===== src/design/bfm_pkg.sv =====
`default_nettype none

package bfm_pkg;

  // configuration port
  localparam int CFG_BITS     = 11;
  localparam int CFG_IDX_BITS = 1;
  localparam logic [CFG_BITS-1:0] RESET_SIZE = 11'd1024;

  // width of the reported centre position
  localparam int POS_BITS = 10;

  typedef enum logic [CFG_IDX_BITS-1:0] {
    REG_IMAGE_WIDTH  = 1'b0,
    REG_IMAGE_HEIGHT = 1'b1
  } cfg_reg_t;

  // per-pixel control that follows the data down the pipeline
  typedef struct packed {
    logic                emit;
    logic                last;
    logic [POS_BITS-1:0] row;
    logic [POS_BITS-1:0] col;
  } tag_t;

endpackage

`default_nettype wire


===== src/design/bfm_pos_ctrl.sv =====
`default_nettype none

module bfm_pos_ctrl #(
  parameter int MAX_WIDTH  = 1024,
  parameter int MAX_HEIGHT = 1024,
  localparam int COL_BITS  = $clog2(MAX_WIDTH),
  localparam int ROW_BITS  = $clog2(MAX_HEIGHT)
) (
  input  wire logic                           clk,
  input  wire logic                           rst,
  input  wire logic                           cfg_we,
  input  wire logic [bfm_pkg::CFG_IDX_BITS-1:0] cfg_index,
  input  wire logic [bfm_pkg::CFG_BITS-1:0]   cfg_wdata,
  input  wire logic                           advance,
  output logic      [COL_BITS-1:0]            col,
  output bfm_pkg::tag_t                       tag
);
  import bfm_pkg::*;

  localparam int DIM_BITS = ((COL_BITS > ROW_BITS) ? COL_BITS : ROW_BITS) + 1;
  localparam int CMP_BITS = (DIM_BITS > CFG_BITS) ? DIM_BITS : CFG_BITS;
  localparam logic [CMP_BITS-1:0] MAX_W = CMP_BITS'(MAX_WIDTH);
  localparam logic [CMP_BITS-1:0] MAX_H = CMP_BITS'(MAX_HEIGHT);
  localparam logic [CMP_BITS-1:0] MIN_SIZE = CMP_BITS'(3);

  logic [COL_BITS:0]   size_w;
  logic [ROW_BITS:0]   size_h;
  logic [COL_BITS-1:0] col_count;
  logic [ROW_BITS-1:0] row_count;

  logic                wrap_pre;
  logic [COL_BITS-1:0] c;
  logic [ROW_BITS:0]   row_pre;
  logic [ROW_BITS-1:0] r;
  logic [COL_BITS:0]   col_inc;
  logic [ROW_BITS:0]   row_inc;
  logic                row_end;

  // out-of-range sizes act as the nearest limit
  function automatic logic [CMP_BITS-1:0] clamp_size(
    input logic [CFG_BITS-1:0] v,
    input logic [CMP_BITS-1:0] maxv
  );
    logic [CMP_BITS-1:0] ext;
    ext = CMP_BITS'(v);
    if (ext < MIN_SIZE) begin
      return MIN_SIZE;
    end else if (ext > maxv) begin
      return maxv;
    end
    return ext;
  endfunction

  // position of this pixel, after any wrap left by a size change
  always_comb begin
    wrap_pre = {1'b0, col_count} >= size_w;
    c        = wrap_pre ? '0 : col_count;
    row_pre  = wrap_pre ? ({1'b0, row_count} + (ROW_BITS+1)'(1)) : {1'b0, row_count};
    r        = (row_pre >= size_h) ? '0 : row_pre[ROW_BITS-1:0];
    col_inc  = {1'b0, c} + (COL_BITS+1)'(1);
    row_inc  = {1'b0, r} + (ROW_BITS+1)'(1);
    row_end  = col_inc >= size_w;
  end

  // result tag for the window centred one row up and one column left
  always_comb begin
    col      = c;
    tag.emit = (c >= COL_BITS'(2)) && (r >= ROW_BITS'(2));
    tag.last = ({1'b0, r} == size_h - (ROW_BITS+1)'(1)) &&
               ({1'b0, c} == size_w - (COL_BITS+1)'(1));
    tag.row  = POS_BITS'(r - ROW_BITS'(1));
    tag.col  = POS_BITS'(c - COL_BITS'(1));
  end

  // size registers and position counters
  always_ff @(posedge clk) begin
    if (rst) begin
      size_w    <= (COL_BITS+1)'(clamp_size(RESET_SIZE, MAX_W));
      size_h    <= (ROW_BITS+1)'(clamp_size(RESET_SIZE, MAX_H));
      col_count <= '0;
      row_count <= '0;
    end else begin
      if (cfg_we) begin
        unique case (cfg_reg_t'(cfg_index))
          REG_IMAGE_WIDTH: begin
            size_w <= (COL_BITS+1)'(clamp_size(cfg_wdata, MAX_W));
          end
          REG_IMAGE_HEIGHT: begin
            size_h <= (ROW_BITS+1)'(clamp_size(cfg_wdata, MAX_H));
          end
        endcase
      end
      if (advance) begin
        if (row_end) begin
          col_count <= '0;
          row_count <= (row_inc >= size_h) ? '0 : row_inc[ROW_BITS-1:0];
        end else begin
          col_count <= col_inc[COL_BITS-1:0];
          row_count <= r;
        end
      end
    end
  end

endmodule

`default_nettype wire


===== config.mk =====
export PLATFORM = sky130hd
export DESIGN_NAME = bfm_pos_ctrl
export DESIGN_NICKNAME = d
export VERILOG_FILES = /design/src/design/bfm_pkg.sv /design/src/design/bfm_pos_ctrl.sv
export SDC_FILE = /design/constraint.sdc
export NUM_CORES = 1
export LEC_CHECK = 0
export BUFFER_PORTS_ARGS = -buffer_cell sky130_fd_sc_hd__buf_4
export CAP_MARGIN = 30
export CELL_PAD_IN_SITES_DETAIL_PLACEMENT = 1
export CELL_PAD_IN_SITES_GLOBAL_PLACEMENT = 1
export CORE_MARGIN = 5
export CORE_UTILIZATION = 41
export DETAILED_ROUTE_END_ITERATION = 6
export GPL_ROUTABILITY_DRIVEN = 0
export PLACE_DENSITY = 0.79
export SLEW_MARGIN = 20
export SYNTH_ARGS = -nofsm -noshare
export SYNTH_HDL_FRONTEND = slang
export SYNTH_SLANG_ARGS = --single-unit

===== constraint.sdc =====
create_clock -name clk -period 16.6 [get_ports clk]
set_clock_uncertainty 0.05 [all_clocks]
set_input_delay 1.66 -clock clk [delete_from_list [all_inputs] [get_ports clk]]
set_output_delay 1.66 -clock clk [all_outputs]
set_load 0.005 [all_outputs]

## After elaboration in Yosys (flattened, before gate mapping)

Index checks and enable logic that the tools add are counted.

- Output and inout port bits: 32
- Flip-flop bits (word level): 42
- Word-level logic and storage cells: 44
- Bits of input ports: 16

- $lt $le $gt $ge: 8
- Bitwise logic cells: 1
- Multiplexer cells: 18
- Add/sub/neg operators: 7
- Eq/ne operators: 2
- Reduce and logical (&&, ||, !) cells: 4

Operator list:

| operator | count |
|---|---|
| two-way mux 11 bit | 5 |
| two-way mux 10 bit | 5 |
| adder 10 x 1 -> 11 bit (second input constant) | 3 |
| greater-or-equal comparator 11 bit | 3 |
| equality test 10 x 11 -> 1 bit | 2 |
| subtractor 11 x 1 -> 11 bit (second input constant) | 2 |
| greater-or-equal comparator 10 x 2 -> 1 bit (second input constant) | 2 |
| subtractor 10 x 1 -> 10 bit (second input constant) | 2 |
| greater-or-equal comparator 10 x 11 -> 1 bit | 1 |
| greater-than comparator 11 bit (second input constant) | 1 |
| < comparator 11 x 2 -> 1 bit (second input constant) | 1 |
| two-way mux 1 bit | 8 |
| AND reduction 2 bit | 2 |
| logical AND 1 bit | 2 |
| inverter 1 bit | 1 |

## Longest topological paths before layout

- Word-level depth: 8
- Mapped depth: 33
- Depth with buffers taken out: 31

## Least setup slack after synthesis

Ideal clock, no wire load.

- Path kind: register -> register
- From: register size_w[4]
- To: register row_count[7]
- Clock period less this slack: 7,042 ps
- Path slack: 9,558 ps
- Required time: 16,459 ps
- Cell stages (with the launch flop): 34
- Arrival time: 6,901 ps
- Path through: dfxtp_1 -> inv_1 -> ha_1 -> a21oi_1 -> o21ai_0 -> nand2b_1 -> a21o_1 -> buf_2 -> o31ai_1 -> and2_1 -> inv_1 -> ha_1 -> and3_1 -> a221oi_1 -> o21ai_0 -> a21boi_1 -> clkbuf_1 -> nand2_1 -> inv_1 -> ha_1 -> inv_1 -> nor4_1 -> a21oi_1 -> or2_2 -> ha_1 -> o21a_1 -> o2111ai_1 -> nor2_1 -> a211oi_1 -> o31ai_1 -> and3b_1 -> clkbuf_1 -> o21ai_0 -> a311oi_1

- Cells in the longest elaborated chain, start to end: 8
- Elaborated cells on any way between the ends: 11
- Those cells by class: add/sub: 2; order compare: 4; mux: 5

Ends and longest elaborated chain:

| element | line | text |
|---|---|---|
| from (decl) | bfm_pos_ctrl.sv:26 | `logic [COL_BITS:0] size_w;` |
| from (signal assigned) | bfm_pos_ctrl.sv:78 | `size_w <= (COL_BITS+1)'(clamp_size(RESET_SIZE, MAX_W));` |
| from (signal assigned) | bfm_pos_ctrl.sv:86 | `size_w <= (COL_BITS+1)'(clamp_size(cfg_wdata, MAX_W));` |
| greater-or-equal comparator 10 x 11 -> 1 bit | bfm_pos_ctrl.sv:56 | `wrap_pre = {1'b0, col_count} >= size_w;` |
| two-way mux 11 bit | bfm_pos_ctrl.sv:58 | `row_pre = wrap_pre ? ({1'b0, row_count} + (ROW_BITS+1)'(1)) : {1'b0, row_count};` |
| greater-or-equal comparator 11 bit | bfm_pos_ctrl.sv:59 | `r = (row_pre >= size_h) ? '0 : row_pre[ROW_BITS-1:0];` |
| two-way mux 10 bit | bfm_pos_ctrl.sv:59 |  |
| adder 10 x 1 -> 11 bit | bfm_pos_ctrl.sv:61 | `row_inc = {1'b0, r} + (ROW_BITS+1)'(1);` |
| greater-or-equal comparator 11 bit | bfm_pos_ctrl.sv:96 | `row_count <= (row_inc >= size_h) ? '0 : row_inc[ROW_BITS-1:0];` |
| two-way mux 10 bit | bfm_pos_ctrl.sv:96 |  |
| two-way mux 10 bit * | bfm_pos_ctrl.sv:94 | `if (row_end) begin` |
| to (signal assigned) | bfm_pos_ctrl.sv:96 |  |
| to (signal assigned) | bfm_pos_ctrl.sv:99 | `row_count <= r;` |
| to (decl) | bfm_pos_ctrl.sv:29 | `logic [ROW_BITS-1:0] row_count;` |

Mark *: on every way between the ends. The rest lies on a longest branch, timed or not.
A chain may end at the register's enable or synchronous reset.

## Worst setup path after layout

- From: register size_w[4]
- To: register row_count[9]

The elaborated chain is that of the path after synthesis.

==> key figures <==
Status
  – Status: complete, no violations

Routing
  – Total Routed Length: 15.2 mm
  – Avg WL per Cell: around 19 microns
  – DR vias/cell: 5.95
  – Iter 0 DRT Violations: approximately 340
  – Remaining DRCs: 0
  – Post-DRT Antenna Nets: 0
  – DRT Pass-1 Iters: 6
  – Via count: around 4,800

Power and ir drop
  – Pwr dens: 62.1 nW/um^2
  – Peak supply drop: between 50 and 60 uV
  – Leak: roughly 2.1 nW

Place
  – I/O Buffers: between 40 and 50
  – Detailed placement HPWL: 12.1 mm
  – Post-placement setup slack: approximately 8.5 ns
  – Placed cell area: roughly 5000 sq um

Global routing
  – Largest net degree at the start of global routing: 43
  – First-pass GRT wire length: 24.9 mm
  – Initial antenna violation count: 0
  – Vias in the first global route: ~4,900
  – Tot GR Track Use: 23.0%
  – GRT overflow: 0

Critical path
  – Worst Path Max Fanout: 20
  – CP most frequent cell: ha_1
  – Worst EP required: about 17 ns
  – CP Capture Type: flop
  – Crit Path Class: reg -> reg
  – Startpoint types: flop
  – Critical path's top delay family: simple AND/OR/NAND/NOR gates
  – Arr. time, crit path: between 8 and 9 ns
  – Slowest CP cell: nor4_1
  – Crit-path max cell delay: between 0.6 and 0.7 ns
  – Crit path buffers/inverters: 3

CTS
  – CTS H-tree depth: 2
  – Post-CTS setup buffer count: 0
  – Cts bufs inserted: 5
  – CTS tree: done
  – Clock slew at reported path FFs: 0.09 ns
  – Hold buffer count at CTS: 0
  – Worst skew pair latency: around 0.31 ns
  – Clock sink count: 42
  – Post-CTS resize count: 0
  – Root buf cell: clkbuf_8
  – Clk buf depth: 2

Floorplan
  – Core area: approximately 11,000 sq um
  – Die width: approximately 120 microns
  – # rows: 38
  – # IOs: 48
  – Die ar.: 13,400 sq um
  – Initial Utilization: 42.0%
  – Chip height: 116 microns

Logic synthesis
  – Synth Net Count: around 700
  – Syn Inst Count: roughly 630
  – Cell taking the most area after synthesis: dfxtp_1
  – Post-synth top area share: 18.4%
  – Synth Register Bits: 42
  – Seq/Total Area, Yosys: a little under a fifth
  – Top_reg_cell synth: dfxtp_1
  – Cell Area, Synth: ~4600 sq um
  – Syn_area_per_cell: between 7 and 8 sq um
  – Synth top area cells: dfxtp_1 18%, ha_1 14%, xnor2_1 8.0%
  – Synthesis Warnings: 0
  – Synth cell types: 66
  – Post-synth EDFFs: 0
  – Post-synth ARST share: 0%

Timing
  – FMAX: 120 MHz
  – Final Hold Fails: 0
  – Min Tclk post-route: about 8.3 ns
  – Actual slew at the worst max-slew pin: approximately 0.78 ns
  – Post-route setup slack: between 8 and 9 ns
  – Setup_tns: 0 ns
  – Slew headroom: 47.4%
  – Slew Limit Fails: 0
  – RSZ-0062 raised after global routing: false
  – Final setup viols: 0
  – Tcrit/Tclk final: 50.0%

Cells and area
  – Commonest non-fill, non-tap cell in the layout: nand2_1
  – Finished Cell Area: around 5100 sq um
  – Fillers: 1,425
  – Area Growth Syn to Fin: 11.2%
  – Most frequent cells in the layout: 79 x nand2_1, 54 x a21oi_1, 53 x ha_1
  – Layout cell share with drive strength beyond 1: 11.1%
  – # nets final: ~730
  – Antenna Cells: 0

Flow run
  – Max Cap Viol: 0

Worst hold path
  – Type of the most critical hold path: reg -> reg
==> final cells by class <==
class                           count  area, sq um  area share (%)
Multi-Input combinational cell    512         3430            67.3
Clock buffer                        7         86.3            1.70
Sequential cell                    42          841            16.5
Clock inverter                      1         8.76           0.172
Inverter                           47          176            3.47
Timing Repair Buffer               50          375            7.37
Tap cell                          140          175            3.44
==> flip-flops by register name, indices dropped and copies added (netlist names) <==
name and cells:
row_count 10, size_w 11, col_count 10, size_h 11
==> worst paths after layout <==
kind / from / to / slack (ns) / cells after the start
max: size_w[4]$_SDFFE_PP0P_ / row_count[9]$_SDFFE_PP0P_ / 8.29 / 31
min reg2reg: size_w[9]$_SDFFE_PP0P_ / size_w[9]$_SDFFE_PP0P_ / 0.42 / 2
min: size_w[9]$_SDFFE_PP0P_ / size_w[9]$_SDFFE_PP0P_ / 0.42 / 2
max reg2reg: size_w[4]$_SDFFE_PP0P_ / row_count[9]$_SDFFE_PP0P_ / 8.29 / 31
==> stage by stage <==
stage          utilization [%]  total power, mW  hold slack (ns)  std cells
6_report                  46.8            0.316            0.420        799
5_1_grt                   46.8            0.336            0.444        799
4_1_cts                   46.8            0.319            0.423        799
3_5_place_dp              45.9            0.244            0.409        791
3_3_place_gp              45.8            0.240            0.397        790
2_1_floorplan                -            0.197            0.386        634
==> Yosys cell counts (11+ instances only) <==
| cell | n |
|---|---|
| nor2_1 | 49 |
| nor3_1 | 11 |
| ha_1 | 53 |
| dfxtp_1 | 42 |
| nand2_1 | 79 |
| nand2b_1 | 16 |
| inv_1 | 47 |
| o21ai_0 | 11 |
| nand3_1 | 46 |
| nand4_1 | 12 |
| clkbuf_1 | 29 |
| a21o_1 | 12 |
| xnor2_1 | 42 |
| a21oi_1 | 54 |
==> report_power, final <==
| part | internal, mW | switching [mW] |
|---|---|---|
| sequential | 0.104 | 0.00625 |
| combinational | 0.0568 | 0.0754 |
| clock | 0.0344 | 0.0390 |
| total | 0.196 | 0.121 |
==> tightest hold or removal path: cells and delay by family (launching register included) <==
kind / cells / cell delay [ns]
AOI/OAI and AO/OA: 1 / 0.06
DFF: 1 / 0.32
and+or+nand+nor: 1 / 0.05
==> layer usage <==
layer  up-vias  GRT usage [%]  share of wire [%]
li1       2293              -                  -
met1      2316           31.2                 46
met2       125           39.2                 47
met3        19           2.87                5.2
met4         0           5.18                1.8
met5         -              0                  0
==> kinds of logic after synthesis <==
family                     Yosys count  synth area share, %
and+or+nand+nor                    259                 28.0
AOI/OAI and AO/OA                  144                 21.3
muxes                                3                0.656
adders and majority gates           53                 14.5
DFF                                 42                 18.4
xor gates and xnor gates            53                 10.5
buffers and inverters               80                 6.75
Power figures use the tool's default switching activity.
