**src/design/bfm_pkg.sv**
```systemverilog
`default_nettype none

package bfm_pkg;

  // configuration port
  localparam int CFG_BITS     = 11;
  localparam int CFG_IDX_BITS = 1;
  localparam logic [CFG_BITS-1:0] RESET_SIZE = 11'd1024;

  // width of the reported centre position
  localparam int POS_BITS = 10;

  typedef enum logic [CFG_IDX_BITS-1:0] {
    REG_IMAGE_WIDTH  = 1'b0,
    REG_IMAGE_HEIGHT = 1'b1
  } cfg_reg_t;

  // per-pixel control that follows the data down the pipeline
  typedef struct packed {
    logic                emit;
    logic                last;
    logic [POS_BITS-1:0] row;
    logic [POS_BITS-1:0] col;
  } tag_t;

endpackage

`default_nettype wire

```
**src/design/bfm_mean.sv**
```systemverilog
`default_nettype none

module bfm_mean #(
  parameter int PIXEL_BITS = 16,
  localparam int CS_BITS   = PIXEL_BITS + 2
) (
  input  wire logic                  clk,
  input  wire logic                  rst,
  input  wire logic                  in_valid,
  output logic                       in_ready,
  input  wire logic [CS_BITS-1:0]    col_a,
  input  wire logic [CS_BITS-1:0]    col_b,
  input  wire logic [CS_BITS-1:0]    col_c,
  input  wire bfm_pkg::tag_t         in_tag,
  output logic                       out_valid,
  input  wire logic                  out_ready,
  output logic      [PIXEL_BITS-1:0] mean,
  output bfm_pkg::tag_t              out_tag
);
  import bfm_pkg::*;

  // floor(x / 9) as (x * ceil(2^K / 9)) >> K, exact for x below 2^(K-3)
  localparam int SUM_BITS = PIXEL_BITS + 4;
  localparam int K        = SUM_BITS + 4;
  localparam int XL       = SUM_BITS / 2;
  localparam int XH       = SUM_BITS - XL;
  localparam int PROD_W   = SUM_BITS + K;
  localparam longint unsigned RECIP_L = ((64'd1 << K) + 64'd8) / 64'd9;
  localparam logic [K-1:0] RECIP = RECIP_L[K-1:0];

  logic                v_sum, v_prod;
  logic                free_sum, free_prod, free_out;
  logic [SUM_BITS-1:0] sum;
  tag_t                tag_sum, tag_prod;
  logic [XL+K-1:0]     p_lo;
  logic [XH+K-1:0]     p_hi;
  logic [PROD_W-1:0]   q_full;

  assign free_out  = !out_valid || out_ready;
  assign free_prod = !v_prod || free_out;
  assign free_sum  = !v_sum || free_prod;
  assign in_ready  = free_sum;

  // recombine the two partial products
  assign q_full = {p_hi, {XL{1'b0}}} + PROD_W'(p_lo);

  // stage valids
  always_ff @(posedge clk) begin
    if (rst) begin
      v_sum     <= 1'b0;
      v_prod    <= 1'b0;
      out_valid <= 1'b0;
    end else begin
      if (free_sum) begin
        v_sum <= in_valid;
      end
      if (free_prod) begin
        v_prod <= v_sum;
      end
      if (free_out) begin
        out_valid <= v_prod;
      end
    end
  end

  // window sum, split multiply, quotient
  always_ff @(posedge clk) begin
    if (free_sum && in_valid) begin
      sum     <= SUM_BITS'(col_a) + SUM_BITS'(col_b) + SUM_BITS'(col_c);
      tag_sum <= in_tag;
    end
    if (free_prod && v_sum) begin
      p_lo     <= {{K{1'b0}}, sum[XL-1:0]} * {{XL{1'b0}}, RECIP};
      p_hi     <= {{K{1'b0}}, sum[SUM_BITS-1:XL]} * {{XH{1'b0}}, RECIP};
      tag_prod <= tag_sum;
    end
    if (free_out && v_prod) begin
      mean    <= q_full[K +: PIXEL_BITS];
      out_tag <= tag_prod;
    end
  end

endmodule

`default_nettype wire

```
**config.mk**
```make
export PLATFORM = sky130hd
export DESIGN_NAME = bfm_mean
export DESIGN_NICKNAME = d
export VERILOG_FILES = /design/src/design/bfm_pkg.sv /design/src/design/bfm_mean.sv
export SDC_FILE = /design/constraint.sdc
export NUM_CORES = 1
export LEC_CHECK = 0
export BUFFER_PORTS_ARGS = -buffer_cell sky130_fd_sc_hd__buf_2
export CORE_MARGIN = 3
export CORE_UTILIZATION = 60
export CTS_BUF_LIST = sky130_fd_sc_hd__clkbuf_16
export DETAILED_ROUTE_END_ITERATION = 8
export GPL_ROUTABILITY_DRIVEN = 1
export PLACE_DENSITY_LB_ADDON = 0.3
export SYNTH_ARGS = -nofsm -noshare
export SYNTH_HDL_FRONTEND = slang
export SYNTH_SLANG_ARGS = --single-unit
```
**constraint.sdc**
```tcl
create_clock -name clk -period 8.7 [get_ports clk]
set_input_delay 1.305 -clock clk [delete_from_list [all_inputs] [get_ports clk]]
set_output_delay 1.305 -clock clk [all_outputs]
set_load 0.05 [all_outputs]
```
# Word level (Yosys, flattened, before mapping)
# Cells that the tools add are included.
dict set report totals {
  reg_bits 160
  latchBits 0
  ramBits 0
  mem_bits_ro 0
  mem_count 0
}
dict set report op_classes {
  addsub 3
  mul 2
  div_mod_pow 0
  n_lt_le_gt_ge 0
  n_eq_ne 0
  shift 0
  n_mux 0
  bitwise 0
  reduce_logical 9
}
# op count
set op_table {}
lappend op_table {{adder 40 x 31 -> 40 bit} 1}
lappend op_table {{multiplier 10 x 18 -> 28 bit (second input constant)} 1}
lappend op_table {{multiplier 10 x 18 -> 27 bit (second input constant)} 1}
lappend op_table {{adder 19 x 18 -> 20 bit} 1}
lappend op_table {{adder 18 x 18 -> 19 bit} 1}
lappend op_table {{logical AND 1 bit} 3}
lappend op_table {{zero test 1 bit} 3}
lappend op_table {{logical OR 1 bit} 3}

# Logic depth before layout (Yosys ltp)
# Gate-level depths: netlist (run 1).
dict set report logic_depth {
  word_depth 5
  mapped_depth 20
  mapped_depth_nobuf 19
}

# Least setup slack after synthesis (run 1)
# Ideal clock, no wire load.
dict set report synth_path {
  kind {input to register}
  startpoint {in out_ready}
  endpoint {reg p_hi[10] (enable)}
  setup_time_ps 594
  t_arrival_ps 6277
  required_ps 8106
  setup_slack_ps 1829
  cell_stages 2
  path_buffers 0
  cell_sequence {nor2b_1 -> a21boi_0}
}
dict set report synth_between {
  elab_chain_len 3
}
# item line_no
set synth_lines {}
lappend synth_lines {{from (decl)} bfm_mean.sv:16} ;# input wire logic out_ready,
lappend synth_lines {{logical OR 1 bit} bfm_mean.sv:39} ;# assign free_out = !out_valid || out_ready;
lappend synth_lines {{logical OR 1 bit} bfm_mean.sv:40} ;# assign free_prod = !v_prod || free_out;
lappend synth_lines {{logical AND 1 bit} bfm_mean.sv:72} ;# if (free_prod && v_sum) begin
lappend synth_lines {{to (signal assigned)} bfm_mean.sv:74} ;# p_hi <= {{K{1'b0}}, sum[SUM_BITS-1:XL]} * {{XH{1'b0}}, RECIP};
lappend synth_lines {{to (decl)} bfm_mean.sv:36} ;# logic [XH+K-1:0] p_hi;
# No other way between the ends.
# A chain may end at the register's enable or synchronous reset.

# Worst setup path in the final report (run 1)
dict set report layout_path {
  startpoint {reg sum[8]}
  endpoint {reg p_lo[30], data pin}
}
dict set report layout_between {
  elab_chain_len 1
}
# item line_no
set layout_lines {}
lappend layout_lines {{from (decl)} bfm_mean.sv:33} ;# logic [SUM_BITS-1:0] sum;
lappend layout_lines {{from (signal assigned)} bfm_mean.sv:69} ;# sum <= SUM_BITS'(col_a) + SUM_BITS'(col_b) + SUM_BITS'(col_c);
lappend layout_lines {{multiplier 10 x 18 -> 28 bit} bfm_mean.sv:73} ;# p_lo <= {{K{1'b0}}, sum[XL-1:0]} * {{XL{1'b0}}, RECIP};
lappend layout_lines {{to (signal assigned)} bfm_mean.sv:73}
lappend layout_lines {{to (decl)} bfm_mean.sv:35} ;# logic [XL+K-1:0] p_lo;
# No other way between the ends.

==> impl_metrics.tcl, run 1 <==
set metrics [dict create \
    status "finished, final reports clean" \
    ys.flop_type "edfxtp_1" \
    tns_ns 0 \
    drv_cap 0 \
    critical_path_arrival_ns 5.28 \
    rsz0062_at_grt "no" \
    critPathLaunchType "flop" \
    holdBufCountCts 0 \
    yosys_warnings 0 \
    cts_tree "done" \
    crit_path_max_fanout 6 \
    ios 120 \
    core_area_mm2 0.0181 \
    n_antenna_cell 0 \
    h-tree-depth 4 \
    cp-end-kind "flop" \
    drt_iter0_markers 230 \
    die_h_um 142 \
    grt_max_degree 46 \
    ys_ff_latch 150 \
    worst_pin_slew_ns 1.03 \
    wire_per_inst_um 14.6 \
    final_nets 1393 \
    cts_buffers 17 \
    min_path_cells 0 \
    start_util 0.615 \
    clock_skew_ns 0.00845 \
    hold_start "tag_prod[18]$_DFFE_PP_" \
    slew_viol_final 0 \
    final_antenna_net_count 0 \
    synth_cell_type_count 57 \
    netlist_area_mm2 0.0112 \
    crit_type "reg -> reg" \
    die_w_um 142 \
    drt-met1-wl_mm 8.48 \
    rr_startpoint "sum[8]$_DFFE_PP_" \
    hold_end "out_tag[18]$_DFFE_PP_" \
    clockBufferDepth 2 \
    grt_pass1_vias 6932 \
    r2r.worst_path.cells 15 \
    drc 0 \
    drive_gt1_frac 0.165 \
    fin_crit_ns 5.11 \
    mostFrequentLayoutCell "ha_1" \
    avgSynthCellArea_um2 12.2 \
    async_flop_share 0 \
    grt_util_all_layers 0.196 \
    hold_viol 0 \
    met2WireLength_mm 9.25 \
    synth-seq-area-share 0.401 \
    relSlewSlack 0.309 \
    grt_overflow 0 \
    area_growth_pct 13.6 \
    firstDrtPassIters 4 \
    path_clk_slew_ns 0.07 \
    hold_path.class "reg -> reg" \
    final_cell_mix "ha_1 (180), inv_1 (159), edfxtp_1 (147), buf_2 (119), fa_1 (80)" \
    fillCellCount 1252 \
    grt_pass1_wl_mm 31.9 \
    dp.final_hpwl_mm 15.6 \
    timing.rr.end "p_lo[30]$_DFFE_PP_" \
    die_area_mm2 0.0203 \
    period_share 0.588 \
    num_rows 49 \
    root_buffer "clkbuf_16" \
    wl_met3_um 947 \
    vias_per_cell 5.31 \
    cts_setup_buffers 0 \
    io_buffers 119 \
    top_layer_used "met4" \
    antenna_found_initial 0 \
    fmax_ghz 0.196 \
    synth_edf_count 147 \
    num_vias 6871 \
    cts_sinks 150 \
    netlist_instances 916 \
    gp_congestion 0.889 \
    drt-total-wl_mm 18.9 \
    setup_violations 0 \
    syn-num-nets 1256 \
    required_ns 8.86 \
    clk_latency_ns 0.42 \
    reg2reg_slack_ns 3.59 \
    cts_resized 0 \
]
[worst max-delay path, cell delays in order (launching register included)]
cell and delay [ns]:
edfxtp_1 0.51, fa_1 0.48, fa_1 0.49, inv_1 0.05
fa_1 0.51, fa_1 0.55, inv_1 0.04, ha_1 0.30
ha_1 0.35, or3_4 0.41, o2111ai_2 0.10, a31oi_2 0.16
a311oi_4 0.45, o311ai_2 0.18, a21oi_2 0.18, xnor2_1 0.08
[state kept, by name, indices dropped and copies added (netlist names)]
register / cells
p_lo: 18
v_sum: 1
mean: 16
p_hi: 27
out_valid: 1
sum: 20
v_prod: 1
tag_sum: 22
tag_prod: 22
out_tag: 22
[metrics by stage]
stage	hold WS (ns)	worst slack [ns]	instance area, um2	std cells	util
after floorplan	0.400	1.83	11200	916	-
after global placement	0.401	3.67	12100	1263	0.666
after detailed placement	0.405	3.59	12100	1263	0.666
after CTS	0.418	3.57	12700	1295	0.699
after global routing	0.423	3.31	12700	1295	0.699
final	0.416	3.59	12700	1295	0.699
[worst max-delay path by stage]
stage | start | to | cells past startpoint
after CTS | sum[8]$_DFFE_PP_ | p_lo[30]$_DFFE_PP_ | 15
after global placement | sum[8]$_DFFE_PP_ | p_lo[30]$_DFFE_PP_ | 15
after floorplan | out_ready | p_hi[10]$_DFFE_PP_ | 2
final | sum[8]$_DFFE_PP_ | p_lo[30]$_DFFE_PP_ | 15
after global routing | sum[7]$_DFFE_PP_ | p_lo[30]$_DFFE_PP_ | 16
after detailed placement | sum[8]$_DFFE_PP_ | p_lo[30]$_DFFE_PP_ | 15
[kinds of logic (layout without fill, tap and decap cells)]
logic type	count (synthesis)	in the layout	synth area share
adder cells (fa/ha/maj)	260	260	0.345
buffers and inverters	162	312	0.0549
flip-flops	150	150	0.401
AND/OR/NAND/NOR	142	142	0.0594
AO/OA/AOI/OAI	136	136	0.0884
XOR/XNOR	66	66	0.0518
[cell type report]
type,instances,area [um2],area share
Inverter,159,597,0.0470
Clock inverter,15,181,0.0143
Multi-Input combinational cell,604,6120,0.482
Tap cell,229,287,0.0226
Timing Repair Buffer,121,611,0.0481
Sequential cell,150,4470,0.353
Clock buffer,17,425,0.0335
[cell usage after synthesis (3+ instances only)]
cell,number,area [um2]
a211oi_1,8,60.1
a21o_1,22,165
a21oi_1,33,165
a21oi_2,5,43.8
a31oi_1,3,18.8
and2_1,5,31.3
dfxtp_1,3,60.1
edfxtp_1,147,4410
fa_1,80,1600
ha_1,180,2250
inv_1,159,597
nand2_1,29,109
nand3_1,13,65.1
nand4_1,6,37.5
nor2_1,53,199
nor2b_1,6,37.5
nor3_1,12,60.1
nor4_1,3,18.8
o211ai_1,3,22.5
o21a_1,8,60.1
o21ai_0,12,60.1
o21ai_1,9,45.0
o21bai_1,5,37.5
o31a_1,3,26.3
o31ai_1,3,22.5
or2_2,4,25.0
xnor2_1,51,447
xor2_1,15,131
[metal layers]
| metal | up-vias | global-route usage |
|---|---|---|
| li1 | 3453 | - |
| met1 | 3207 | 0.262 |
| met2 | 193 | 0.334 |
| met3 | 18 | 0.0326 |
| met4 | 0 | 0.0530 |
| met5 | - | 0 |
Power of run 1 is not shown: default switching activity piles up to over one toggle a cycle in this logic, so the estimate is an artifact.
==> run 2, diff against run 1 <==
==> constraint.sdc (replaced) <==
create_clock -name clk -period 4.9 [get_ports clk]
set_input_delay 0.735 -clock clk [delete_from_list [all_inputs] [get_ports clk]]
set_output_delay 0.735 -clock clk [all_outputs]
set_load 0.05 [all_outputs]
==> impl_metrics.tcl, run 2 (synthesis results as in run 1) <==
set metrics [dict create \
    cts_sinks 150 \
    largest_register_ffs 27 \
    grt_max_degree 46 \
    wire_per_inst_um 15.6 \
    dp.final_hpwl_mm 15.8 \
    die_area_mm2 0.0203 \
    drive_gt1_frac 0.236 \
    cpLargestDelayFamily "adder cells" \
    final_nets 1436 \
    cp-end-kind "flop" \
    h-tree-depth 4 \
    crit_type "reg -> reg" \
    slew_viol_final 0 \
    clockBufferDepth 2 \
    largest_register "p_hi" \
    status "finished, final reports clean" \
    drt-total-wl_mm 20.9 \
    grt_util_all_layers 0.202 \
    placedCellCount 1289 \
    period_share 0.983 \
    setup_violations 0 \
    path_buf_inv 0 \
    drv_cap 0 \
    ios 120 \
    antenna_found_initial 0 \
    cts_tree "done" \
    fin_cells 1338 \
    hold_path.class "reg -> reg" \
    hold_viol 0 \
    grt_pass1_vias 7295 \
    num_vias 7172 \
    mostFrequentLayoutCell "ha_1" \
    die_w_um 142 \
    final_cell_mix "ha_1 (158), inv_1 (156), edfxtp_1 (147), buf_2 (119), fa_1 (73)" \
    fmax_ghz 0.208 \
    gp_congestion 0.935 \
    worstPathCellList "fa_2, ha_1, fa_1, fa_1, fa_1, ha_4, o2111ai_2, a21oi_2, o211ai_1, a31oi_4, a311oi_4, o311ai_2, a21oi_2, xnor2_1" \
    worst_pin_slew_ns 1.02 \
    path_clk_slew_ns 0.06 \
    die_h_um 142 \
    io_buffers 119 \
    fillCellCount 1165 \
    relSlewSlack 0.319 \
    crit_top_cell "fa_1" \
    num_rows 49 \
    core_area_mm2 0.0181 \
    drc 0 \
    final_antenna_net_count 0 \
    rsz0062_at_grt "yes" \
    clk_latency_ns 0.42 \
    crit_slowest_cell "fa_2" \
    fin_crit_ns 4.82 \
    required_ns 5.07 \
    critical_path_arrival_ns 4.99 \
    crit_path_max_fanout 4 \
    drt_iter0_markers 305 \
    area_growth_pct 19.4 \
    critPathLaunchType "flop" \
    vias_per_cell 5.36 \
    grt_overflow 0 \
    cpPeakStageDelay_ns 0.59 \
    grt_pass1_wl_mm 32.9 \
    root_buffer "clkbuf_16" \
    firstDrtPassIters 4 \
    cts_buffers 17 \
    n_antenna_cell 0 \
    start_util 0.615 \
    clock_skew_ns 0.00959 \
]
run 2: path summary, 6_finish.rpt:
kind	from	endpoint	slack, ns	cells past startpoint
worst min-delay path	tag_prod[18]$_DFFE_PP_	out_tag[18]$_DFFE_PP_	0.41	0
worst min register to register	tag_prod[18]$_DFFE_PP_	out_tag[18]$_DFFE_PP_	0.41	0
worst max register to register	sum[5]$_DFFE_PP_	p_lo[30]$_DFFE_PP_	0.08	14
worst max-delay path	sum[5]$_DFFE_PP_	p_lo[30]$_DFFE_PP_	0.08	14
run 2: timing repair:
item                                   CTS  global route
setup endpoints to repair                4            13
endpoints found under the hold margin    0             0
pin swaps                                3            30
hold buffers                             0             0
gates resized for setup                  1            45
cloned                                   0             0
setup buffers                            1            17
run 2: layer usage:
layer | wire, um | vias to the layer above | global-route usage
li1 | - | 3533 | -
met5 | 0 | - | 0
met3 | 958 | 29 | 0.0386
met4 | 418 | 0 | 0.0560
met1 | 9080 | 3397 | 0.262
met2 | 10400 | 213 | 0.350
run 2: cell type report:
cell class / instances / area (um2) / area share
Tap cell: 229 / 287 / 0.0215
Sequential cell: 150 / 4470 / 0.335
Clock inverter: 15 / 180 / 0.0135
Timing Repair Buffer: 164 / 933 / 0.0700
Inverter: 159 / 597 / 0.0447
Multi-Input combinational cell: 604 / 6440 / 0.483
Clock buffer: 17 / 425 / 0.0319
run 2: per-stage QoR:
| stage | util | instance area (um2) | setup TNS (ns) | setup slack, ns | hold WS (ns) |
|---|---|---|---|---|---|
| global route | 0.735 | 13300 | -0.326 | -0.121 | 0.420 |
| detailed placement | 0.677 | 12300 | -0.108 | -0.0708 | 0.405 |
| finish | 0.735 | 13300 | 0 | 0.0827 | 0.413 |
| CTS | 0.711 | 12900 | 0 | 0.00722 | 0.415 |
| global placement | 0.677 | 12300 | -0.00453 | -0.00453 | 0.400 |
| floorplan | - | 11200 | 0 | 0.0403 | 0.400 |
Power of run 2 is left out for the same reason.
==> run 3, diff against run 2 <==
--- a/config.mk
+++ b/config.mk
@@ -7,8 +7,9 @@
 export LEC_CHECK = 0
 export BUFFER_PORTS_ARGS = -buffer_cell sky130_fd_sc_hd__buf_2
 export CORE_MARGIN = 3
-export CORE_UTILIZATION = 60
+export CORE_UTILIZATION = 55
 export CTS_BUF_LIST = sky130_fd_sc_hd__clkbuf_16
+export CTS_CLUSTER_SIZE = 16
 export DETAILED_ROUTE_END_ITERATION = 8
 export GPL_ROUTABILITY_DRIVEN = 1
 export PLACE_DENSITY_LB_ADDON = 0.3
==> constraint.sdc (replaced) <==
create_clock -name clk -period 3.9 [get_ports clk]
set_input_delay 0.585 -clock clk [delete_from_list [all_inputs] [get_ports clk]]
set_output_delay 0.585 -clock clk [all_outputs]
set_load 0.05 [all_outputs]
==> impl_metrics.tcl, run 3 (synthesis results as in run 1) <==
set metrics [dict create \
    die_h_um 149 \
    clock_skew_ns 0.0131 \
    n_antenna_cell 0 \
    cts_tree "done" \
    fin_cells 1501 \
    final_nets 1563 \
    cts_sinks 150 \
    final_antenna_net_count 0 \
    drive_gt1_frac 0.410 \
    slew_viol_final 0 \
    crit_path_max_fanout 4 \
    drt-total-wl_mm 27.5 \
    drv_cap 0 \
    firstDrtPassIters 6 \
    grt_max_degree 44 \
    crit_type "reg -> reg" \
    core_area_mm2 0.0197 \
    relSlewSlack 0.330 \
    holdBufCountCts 0 \
    critical_path_arrival_ns 4.95 \
    hold_viol 0 \
    ios 120 \
    final_cell_mix "buf_4 (148), edfxtp_1 (147), inv_1 (145), ha_1 (132), buf_2 (119)" \
    largest_register "p_hi" \
    worstPathCellList "ha_4, ha_4, fa_2, inv_1, fa_1, fa_1, inv_1, ha_4, and4_4, o211ai_1, buf_4, a31oi_4, a311oi_4, o311ai_2, a21oi_2, xnor2_1" \
    cp-end-kind "flop" \
    cpPeakStageDelay_ns 0.60 \
    wire_per_inst_um 18.3 \
    grt_util_all_layers 0.245 \
    mostFrequentLayoutCell "buf_4" \
    drc 0 \
    area_growth_pct 36.3 \
    h-tree-depth 4 \
    crit_top_cell "ha_4" \
    die_area_mm2 0.0221 \
    setup_violations 35 \
    grt_pass1_vias 8600 \
    clk_latency_ns 0.43 \
    violations "setup timing" \
    dp.final_hpwl_mm 17.7 \
    status "complete, but fails checks" \
    fin_ws_ns -0.887 \
    gp_congestion 0.890 \
    placedCellCount 1422 \
    grt_pass1_wl_mm 42.3 \
    start_util 0.566 \
    num_rows 51 \
    vias_per_cell 5.42 \
    clockBufferDepth 2 \
    drt_iter0_markers 534 \
    antenna_found_initial 0 \
    largest_register_ffs 27 \
    period_share 1.23 \
    required_ns 4.06 \
    grt_overflow 0 \
    hold_ws_ns 0.333 \
    num_vias 8132 \
    crit_slowest_cell "fa_2" \
    rsz0062_at_grt "yes" \
    hold_path.class "in -> reg" \
    fin_crit_ns 4.79 \
    worst_pin_slew_ns 1.00 \
    die_w_um 149 \
    io_buffers 119 \
    cts_buffers 17 \
    fmax_ghz 0.209 \
    critPathLaunchType "flop" \
    root_buffer "clkbuf_16" \
    path_clk_slew_ns 0.07 \
]
==> run 3: worst max-delay path, delay by kind of cell, from the launching register on <==
kind | cells | cell delay (ns)
AO/OA/AOI/OAI | 5 | 0.82
XOR/XNOR | 1 | 0.13
adder cells (fa/ha/maj) | 6 | 2.50
buffers and inverters | 3 | 0.34
flip-flops | 1 | 0.49
AND/OR/NAND/NOR | 1 | 0.25
==> run 3: layout make-up <==
cell class              instances  area (um2)
well taps                     265         332
flip-flops and latches        150        4470
inverters                     159         599
multi-input cells             604        7250
clock inverters                15         156
repair buffers                291        1990
fillers                      1093        4500
clock buffers                  17         425
==> run 3: repair_timing <==
item,in CTS,in global routing
setup buffers,40,14
pin swaps,61,44
setup endpoints to repair,35,36
gates resized for setup,96,61
==> run 3: path summary, 6_finish.rpt <==
| check | from | end | slack (ns) | cells after the start |
|---|---|---|---|---|
| setup / recovery | sum[8]$_DFFE_PP_ | p_lo[30]$_DFFE_PP_ | -0.89 | 16 |
| hold / removal | in_tag[17] | tag_sum[17]$_DFFE_PP_ | 0.33 | 1 |
| setup reg to reg | sum[8]$_DFFE_PP_ | p_lo[30]$_DFFE_PP_ | -0.89 | 16 |
| hold reg to reg | tag_sum[14]$_DFFE_PP_ | tag_prod[14]$_DFFE_PP_ | 0.42 | 0 |
==> run 3: metrics by stage <==
step           area [um2]  setup WS [ns]   util  TNS, ns
2_1_floorplan       11700         -0.621      -    -7.55
3_3_place_gp        13500         -0.665  0.686   -14.05
3_5_place_dp        13500         -0.787  0.686   -16.49
4_1_cts             14900         -0.722  0.755   -14.99
5_1_grt             15200         -0.998  0.772   -23.10
6_report            15200         -0.887  0.772   -19.17
==> run 3: routing by layer <==
metal | track usage | share of wire | wire length [um] | vias up
li1 | - | - | - | 3802
met1 | 0.303 | 0.40 | 11100 | 3934
met2 | 0.434 | 0.51 | 14000 | 312
met4 | 0.0947 | 0.035 | 967 | 0
met3 | 0.0375 | 0.052 | 1420 | 84
met5 | 0 | 0 | 0 | -
Power of run 3 is left out for the same reason.
